==> config.mk <==
export PLATFORM = sky130hd
export DESIGN_NAME = rbs_merge
export DESIGN_NICKNAME = d
export VERILOG_FILES = /design/src/hdl/ray_box_slab_intersect_top_defines.svh /design/src/hdl/rbs_pkg.sv /design/src/hdl/rbs_merge.sv
export SDC_FILE = /design/constraint.sdc
export NUM_CORES = 2
export LEC_CHECK = 0
export BUFFER_PORTS_ARGS = -buffer_cell sky130_fd_sc_hd__buf_4
export CAP_MARGIN = 20
export CORE_ASPECT_RATIO = 1.5
export CORE_MARGIN = 2
export CORE_UTILIZATION = 49
export CTS_CLUSTER_DIAMETER = 80
export CTS_CLUSTER_SIZE = 25
export DETAILED_ROUTE_END_ITERATION = 12
export GPL_TIMING_DRIVEN = 0
export PLACE_DENSITY = 0.79
export SKIP_CTS_REPAIR_TIMING = 1
export SLEW_MARGIN = 25
export SYNTH_ARGS = -nofsm -noshare
export SYNTH_HDL_FRONTEND = slang
export SYNTH_SLANG_ARGS = --single-unit
==> constraint.sdc <==
create_clock -name clk -period 10 [get_ports clk]
set_clock_uncertainty 0.2 [all_clocks]
set_input_delay 2 -clock clk [delete_from_list [all_inputs] [get_ports clk]]
set_output_delay 2 -clock clk [all_outputs]
set_load 0.02 [all_outputs]
==> src/hdl/ray_box_slab_intersect_top_defines.svh <==
// assertion helpers for the slab intersect top level
`ifndef RAY_BOX_SLAB_INTERSECT_TOP_DEFINES_SVH
`define RAY_BOX_SLAB_INTERSECT_TOP_DEFINES_SVH

// same-cycle implication
`define RBS_ASSERT_IMP(lbl, ante, cons, msg) \
  lbl: assert property (@(posedge clk) disable iff (!rst_n) (ante) |-> (cons)) else $error(msg);

// next-cycle implication
`define RBS_ASSERT_NXT(lbl, ante, cons, msg) \
  lbl: assert property (@(posedge clk) disable iff (!rst_n) (ante) |=> (cons)) else $error(msg);

`endif

==> src/hdl/rbs_pkg.sv <==
`default_nettype none
package rbs_pkg;

  localparam int COORD_WIDTH_DEF = 32;
  localparam int FRAC_BITS_DEF   = 16;
  localparam int DIR_W           = 18;
  localparam int DIR_FRAC        = 16;
  localparam int TOL_W           = 16;
  localparam int TOL_FRAC        = 16;
  localparam int NUM_AXES        = 3;
  localparam logic [TOL_W-1:0] TOL_RESET = 16'd1;

  typedef struct packed {
    logic parallel;
    logic outside;
  } rbs_lane_flags_t;

  typedef struct packed {
    logic hit;
    logic in_box;
  } rbs_res_flags_t;

endpackage
`default_nettype wire

==> src/hdl/rbs_merge.sv <==
`default_nettype none
module rbs_merge import rbs_pkg::*; #(
  parameter int CW        = COORD_WIDTH_DEF,
  parameter int FRAC_BITS = FRAC_BITS_DEF
) (
  input  logic                 clk,
  input  logic                 en,
  input  logic [TOL_W-1:0]     tol,
  input  logic signed [CW-1:0] t_min [NUM_AXES],
  input  logic signed [CW-1:0] t_max [NUM_AXES],
  input  rbs_lane_flags_t      flags [NUM_AXES],
  output rbs_res_flags_t       res,
  output logic [CW-2:0]        enter_dist,
  output logic [CW-2:0]        exit_dist
);

  localparam int PW = TOL_W + CW;
  localparam logic [CW-1:0] ONE = CW'(1) << FRAC_BITS;
  localparam logic signed [CW-1:0] T_MAX = {1'b0, {(CW-1){1'b1}}};
  localparam logic signed [CW-1:0] T_MIN = {1'b1, {(CW-1){1'b0}}};

  // stage a: fold the lane intervals
  logic signed [CW-1:0] ent_c, ext_c;
  logic miss_c, inside_c;

  always_comb begin
    ent_c    = T_MIN;
    ext_c    = T_MAX;
    miss_c   = 1'b0;
    inside_c = 1'b1;
    for (int a = 0; a < NUM_AXES; a++) begin
      if (flags[a].outside) begin
        inside_c = 1'b0;
      end
      if (flags[a].parallel) begin
        if (flags[a].outside) begin
          miss_c = 1'b1;
        end
      end else begin
        if (t_min[a] > ent_c) begin
          ent_c = t_min[a];
        end
        if (t_max[a] < ext_c) begin
          ext_c = t_max[a];
        end
      end
    end
  end

  logic signed [CW-1:0] ent_a_r, ext_a_r;
  logic miss_a_r, inside_a_r;

  always_ff @(posedge clk) begin
    if (en) begin
      ent_a_r    <= ent_c;
      ext_a_r    <= ext_c;
      miss_a_r   <= miss_c || (ent_c > ext_c);
      inside_a_r <= inside_c;
    end
  end

  // stage b: tolerances of both ends
  logic [CW-1:0] me, mx, se, sx;
  logic [PW-1:0] pe, px;

  assign me = ent_a_r[CW-1] ? (~ent_a_r + 1'b1) : ent_a_r;
  assign mx = ext_a_r[CW-1] ? (~ext_a_r + 1'b1) : ext_a_r;
  assign se = (me > ONE) ? me : ONE;
  assign sx = (mx > ONE) ? mx : ONE;
  assign pe = PW'(tol) * PW'(se);
  assign px = PW'(tol) * PW'(sx);

  logic signed [CW-1:0] ent_b_r, ext_b_r;
  logic [CW-1:0] tol_e_r, tol_x_r;
  logic miss_b_r, inside_b_r;

  always_ff @(posedge clk) begin
    if (en) begin
      ent_b_r    <= ent_a_r;
      ext_b_r    <= ext_a_r;
      tol_e_r    <= pe[PW-1:TOL_FRAC];
      tol_x_r    <= px[PW-1:TOL_FRAC];
      miss_b_r   <= miss_a_r;
      inside_b_r <= inside_a_r;
    end
  end

  // stage c: behind-origin check and result forming
  logic signed [CW:0] xe, ee, ntol, ptol;
  logic miss_f, near;

  assign xe     = {ext_b_r[CW-1], ext_b_r};
  assign ee     = {ent_b_r[CW-1], ent_b_r};
  assign ptol   = {1'b0, tol_e_r};
  assign ntol   = -{1'b0, tol_x_r};
  assign miss_f = miss_b_r || (xe < ntol);
  assign near   = ee <= ptol;

  rbs_res_flags_t res_r;
  logic [CW-2:0] enter_r, exit_r;

  always_ff @(posedge clk) begin
    if (en) begin
      if (miss_f) begin
        res_r   <= '0;
        enter_r <= '0;
        exit_r  <= '0;
      end else if (near) begin
        res_r.hit    <= 1'b1;
        res_r.in_box <= inside_b_r;
        enter_r      <= '0;
        exit_r       <= (ext_b_r > 0) ? ext_b_r[CW-2:0] : '0;
      end else begin
        res_r.hit    <= 1'b1;
        res_r.in_box <= 1'b0;
        enter_r      <= ent_b_r[CW-2:0];
        exit_r       <= ext_b_r[CW-2:0];
      end
    end
  end

  assign res        = res_r;
  assign enter_dist = enter_r;
  assign exit_dist  = exit_r;

endmodule
`default_nettype wire
==> Word-level counts from Yosys, hierarchy flattened <==
Index checks and enable logic that the tools add are counted.
{ "op_classes": {"n_addsub": 3, "multipliers": 2, "n_div": 0, "n_lt_le_gt_ge": 12, "eq_ne": 0, "n_shift": 0, "muxes": 25, "n_bitwise": 3, "reduce_logical": 5} }
{ "op_table": {"columns": ["op", "count"], "rows": [
  ["two-way mux 32 bit", 16],
  ["> comparator 32 bit", 3],
  ["multiplier 16 x 32 -> 48 bit", 2],
  ["adder 32 x 1 -> 32 bit (second input constant)", 2],
  ["> comparator 32 x 17 -> 1 bit (second input constant)", 2],
  ["< comparator 32 bit", 2],
  ["inverter 32 bit", 2],
  ["two-way mux 31 bit", 2],
  ["less-or-equal comparator 32 x 33 -> 1 bit", 1],
  ["< comparator 32 x 33 -> 1 bit", 1],
  ["negator 32 -> 33 bit", 1],
  ["> comparator 32 x 1 -> 1 bit (second input constant)", 1],
  ["> comparator 32 bit (second input constant)", 1],
  ["< comparator 32 bit (second input constant)", 1],
  ["two-way mux 1 bit", 7],
  ["OR reduction 2 bit", 3],
  ["logical OR 1 bit", 2],
  ["inverter 1 bit", 1]
]} }
{ "word_totals": {"regBits": 260, "latch_bits": 0, "ramBits": 0, "mem_bits_ro": 0, "inputBits": 216, "out_inout_bits": 64, "elab_cells": 64, "mem_count": 0} }

==> Longest topological paths before layout <==
{ "logic_depth": {"word_depth": 11, "ltp_mapped": 53, "depth_no_buf": 49} }

==> Worst setup path before layout <==
OpenSTA, ideal clock, no wires.
{ "synth_timing": {"path_kind": "input to register", "startpoint": "in t_min[95] in the netlist's numbering", "endpoint": "reg miss_a_r (data pin)", "setup_ns": 0.265, "arrival_time_ns": 10.280, "slack_ns": -0.745, "cell_stages": 52, "path_cell_list": "nor4b_1 > nand4_1 > nor2_1 > nor2_1 > clkbuf_1 > clkbuf_1 > nand2_1 > ha_1 > nor2b_1 > o21a_1 > o21a_1 > o21a_1 > o21a_1 > o21a_1 > o21a_1 > o21ai_0 > nand2_1 > a211oi_1 > (+16 left out) > xor2_1 > nand2_1 > clkbuf_1 > mux2i_1 > ha_1 > a21o_1 > a21oi_1 > nor2b_1 > o21ai_0 > nand2b_1 > a21oi_1 > nor2b_1 > o21ai_0 > nand2_1 > a211oi_1 > o31ai_1 > o31ai_1 > nand2_1"} }
{ "synth_between": {"elab_chain_len": 11} }
{ "synth_lines": {"columns": ["item", "line", "source"], "rows": [
  ["start: declaration", "rbs_merge.sv:9", "input logic signed [CW-1:0] t_min [NUM_AXES],"],
  ["> comparator 32 bit", "rbs_merge.sv:40", "if (t_min[a] > ent_c) begin"],
  ["two-way mux 32 bit *", "rbs_merge.sv:40", null],
  ["two-way mux 32 bit *", "rbs_merge.sv:35", "if (flags[a].parallel) begin"],
  ["> comparator 32 bit", "rbs_merge.sv:40", null],
  ["two-way mux 32 bit", "rbs_merge.sv:40", null],
  ["two-way mux 32 bit *", "rbs_merge.sv:35", null],
  ["> comparator 32 bit", "rbs_merge.sv:40", null],
  ["two-way mux 32 bit", "rbs_merge.sv:40", null],
  ["two-way mux 32 bit *", "rbs_merge.sv:35", null],
  ["via ent_c[9]", "rbs_merge.sv:23", "logic signed [CW-1:0] ent_c, ext_c;"],
  ["> comparator 32 bit *", "rbs_merge.sv:57", "miss_a_r <= miss_c || (ent_c > ext_c);"],
  ["logical OR 1 bit *", "rbs_merge.sv:57", null],
  ["end signal: assignment", "rbs_merge.sv:57", null],
  ["end: declaration", "rbs_merge.sv:51", "logic miss_a_r, inside_a_r;"]
]} }
The timed path passes the listed nets; every way through them passes the cells marked *.
A chain may end at the register's enable or synchronous reset.

==> Final worst setup path <==
{ "layout_timing": {"startpoint": "in t_min[66] in the netlist's numbering", "endpoint": "reg miss_a_r (data pin)"} }
The elaborated chain is that of the path after synthesis.

==> impl_summary.md <==
Placement
The placer's final routability congestion estimate is 0.987. The count of input and output buffers is 267. The detailed placement HPWL is 130 mm.

Routing
Dividing the detail-routed wire length by the instance count gives 22.8 µm. The count of nets left with antenna violations once routing finished came out at 0. The DRC violations left is 0. The detailed router's first-iteration violation count is 3665. The first detailed-routing pass ran for 6 iterations. Dividing the detail-routed via count by the number of cells gives 5.91. The total number of vias is 42000.

The detailed-route wire length is 162 mm.

Status
The checks that failed: setup timing. The run finished, with violations left.

Floorplan
The die width is 263 µm. The number of rows in the core area is 142. The height of the die is 393 µm.

The starting density of the core is 49.4%. For this design the top-level I/O count stands at 280. The area enclosed by the die boundary is 103000 µm². The area of the core is 100000 µm².

Timing
Derived from the worst setup path, the maximum achievable clock frequency is 97.0 MHz. The count of final max-slew check failures is 0. Headroom to the max-slew limit came out at 16.5%. The minimum period implied by the final worst setup slack is 10.31 ns. The period utilization is 103%. Setup repair after global routing could not meet its margin everywhere. At the pin with the least slew margin, the transition time is 1.25 ns. The final-report hold violation count is 0.

The total setup violations reported at the end of the flow is 2. The slack of the critical path is -0.311 ns. Setup total negative slack on the finished layout was measured at -0.336 ns.

Synth
The proportion of synthesized chip area in sequential cells is 15.8%. For this run, the leading register cell type out of synthesis is sky130_fd_sc_hd__edfxtp_1. Yosys mapped a number of flops with a built-in enable equal to 260. The post-synthesis cell type with the largest combined area is sky130_fd_sc_hd__fa_1.

The average footprint of a synthesized cell is 9.24 µm². The number of standard cells after synthesis is 5349. The share of flip-flops with an asynchronous set or reset after synthesis is 0%. For this run, the number of Yosys warnings is 0. The cell area that synthesis handed to floorplanning was 49400 µm². In this run, synthesis produced a sequential element count of 260.

The number of nets in the synthesized netlist is 6859. The number of distinct library cell variants in the gate-level netlist after synthesis is 84. The top cell type by area accounts for 33.8% of the synthesized area. Sorting the synthesized cells by area gives the leading types as sky130_fd_sc_hd__fa_1, sky130_fd_sc_hd__edfxtp_1, sky130_fd_sc_hd__ha_1.

Setup path
The critical path in this run is classified as in2reg. The maximum fanout along the worst path is 7. The critical-path cell with the highest stage delay is sky130_fd_sc_hd__mux2_2. The most prevalent standard cell on the critical path is sky130_fd_sc_hd__o21a_1. The kind of capture point of the worst setup path is a flip-flop. In this run the critical register-to-register path is launched from ext_a_r[10]$_DFFE_PP_. The arrival time reported for the critical path endpoint is 10.40 ns. For flop-to-flop paths, the worst setup slack is -0.03 ns. In this run the critical register-to-register path is captured at tol_x_r[31]$_DFFE_PP_. The maximum cell stage delay along the critical path is 0.39 ns. The endpoint required time on the critical path is 10.09 ns. The worst setup path is launched from an input port. The depth of the most critical reg-to-reg path is 37.

Clock tree
The clock transition time at the flip-flop clock pins of the worst setup and hold paths is 0.10 ns. The total CTS buffers is 15. The clock latency at the later pin of the worst-skew pair is 0.55 ns. No sink is reached through more buffers than the 3 on the longest clock path. The CTS tree is done. The tree is rooted in a sky130_fd_sc_hd__clkbuf_16. CTS built an H-tree with a depth of 1. The clock sink total is 260.

Global route
The global-route usage over all layers is 30.5%. The initial antenna violation count is 10. Entering global routing, the biggest net connects 103 pins. The first global-routing pass estimated 238 mm of wire. The number of global-route vias before repair is 42600. The aggregate global routing overflow is 0.

Hold path
The sink of the worst hold path is miss_b_r$_DFFE_PP_. The path class of the tightest hold or removal check is reg2reg. The startpoint of the tightest hold check path is miss_a_r$_DFFE_PP_. The number of stages on the worst hold path is 0.

Layout
The total area of sequential cells is 7810 µm². From synthesis to final layout, the design area changed by 16.2%. For this run, the post-layout net count is 7317. Summing all multi-input logic gate instances after layout gives 38900 µm².

After filler insertion, the fill cell instance count of the layout stands at 8323. In the final layout, the share of cells above drive strength 1 is 15.5%.

Flow run
The count of maximum capacitance violations is 0.
## cell families after synthesis
family / synth area share [%]
buffers and inverters: 9.32
AND/OR/NAND/NOR: 17.1
adder cells (fa/ha/maj): 45.4
XOR/XNOR: 2.73
flip-flops: 15.8
AO/OA/AOI/OAI: 6.73
multiplexers: 2.93
## worst max-delay path: cells and delay by family
kind            cells  cell delay (ns)
compound gates     21             3.56
xor+xnor            1             0.19
fa+ha+maj           3             0.79
buf+inv             6             1.00
mux                 2             0.62
simple gates       19             2.19
## synthesized netlist by cell type, types with 94 or more instances
master and n:
sky130_fd_sc_hd__inv_1 960, sky130_fd_sc_hd__nand2_1 867, sky130_fd_sc_hd__fa_1 834, sky130_fd_sc_hd__ha_1 460
sky130_fd_sc_hd__edfxtp_1 260, sky130_fd_sc_hd__clkbuf_1 235, sky130_fd_sc_hd__and2_1 198, sky130_fd_sc_hd__nor3_1 168
sky130_fd_sc_hd__a21oi_1 154, sky130_fd_sc_hd__nor2_1 139, sky130_fd_sc_hd__a21o_1 100, sky130_fd_sc_hd__o21ai_0 94
## cell type report
type | instances | area share, %
antenna | 7 | 0.0305
buffer | 244 | 2.36
clock buffer | 15 | 0.654
clock inverter | 3 | 0.133
inverter | 963 | 6.31
multi-input combinational | 3865 | 67.8
sequential | 260 | 13.6
tap | 1296 | 2.82
timing repair buffer | 458 | 6.34
## state kept, by name, summed over array words and instances, names as in the netlist
register	cells
ent_a_r	32
ent_b_r	32
ext_a_r	32
ext_b_r	32
tol_e_r	32
tol_x_r	32
enter_dist	31
exit_dist	31
res	2
inside_a_r	1
inside_b_r	1
miss_a_r	1
miss_b_r	1
## how the worst max path moves through the flow
| stage | from | end | cells past startpoint |
|---|---|---|---|
| 6_report | t_min[66] | miss_a_r$_DFFE_PP_ | 52 |
| 5_1_grt | t_min[66] | miss_a_r$_DFFE_PP_ | 52 |
| 4_1_cts | ent_a_r[0]$_DFFE_PP_ | tol_e_r[25]$_DFFE_PP_ | 35 |
| 3_5_place_dp | ent_a_r[0]$_DFFE_PP_ | tol_e_r[25]$_DFFE_PP_ | 35 |
| 3_3_place_gp | ent_a_r[0]$_DFFE_PP_ | tol_e_r[25]$_DFFE_PP_ | 35 |
| 2_1_floorplan | t_min[72] | miss_a_r$_DFFE_PP_ | 52 |
## placed cells by master, fill, tap and decap left out, types with 45 or more instances in the layout
| cell type | count |
|---|---|
| sky130_fd_sc_hd__a21o_1 | 98 |
| sky130_fd_sc_hd__inv_1 | 948 |
| sky130_fd_sc_hd__and2_1 | 193 |
| sky130_fd_sc_hd__nand4_1 | 68 |
| sky130_fd_sc_hd__mux2i_1 | 46 |
| sky130_fd_sc_hd__fa_1 | 817 |
| sky130_fd_sc_hd__mux2_2 | 65 |
| sky130_fd_sc_hd__nand2b_1 | 49 |
| sky130_fd_sc_hd__o21ai_0 | 72 |
| sky130_fd_sc_hd__nor2b_1 | 45 |
| sky130_fd_sc_hd__nor3_1 | 155 |
| sky130_fd_sc_hd__clkbuf_1 | 149 |
| sky130_fd_sc_hd__nand2_1 | 855 |
| sky130_fd_sc_hd__and3_1 | 64 |
| sky130_fd_sc_hd__nor2_1 | 116 |
| sky130_fd_sc_hd__xnor2_1 | 62 |
| sky130_fd_sc_hd__edfxtp_1 | 260 |
| sky130_fd_sc_hd__buf_4 | 445 |
| sky130_fd_sc_hd__ha_1 | 437 |
| sky130_fd_sc_hd__xor2_1 | 60 |
| sky130_fd_sc_hd__a21oi_1 | 136 |
## per-stage QoR
stage	hold slack (ns)	instances	setup slack [ns]	utilization, %	cell area (µm²)
floorplan	0.200	5349	0.00641	-	49500
finish	0.229	7111	-0.311	57.4	57400
CTS	0.230	6932	-2.97	53.7	53700
detailed placement	0.207	6914	-2.91	53.2	53200
global placement	0.205	6912	-2.84	53.1	53100
global route	0.267	7107	-0.687	57.4	57400
## routing by layer
layer / wire, µm / track usage (%) / up-vias
li1: - / - / 18000
met1: 51600 / 31.7 / 20600
met2: 78500 / 52.6 / 2503
met3: 13700 / 5.88 / 855
met4: 18000 / 27.1 / 4
met5: 27 / 0 / -
Power is left out: the tool's default activity adds up to more than one toggle a clock period on the data nets, which glitch-free logic cannot reach.
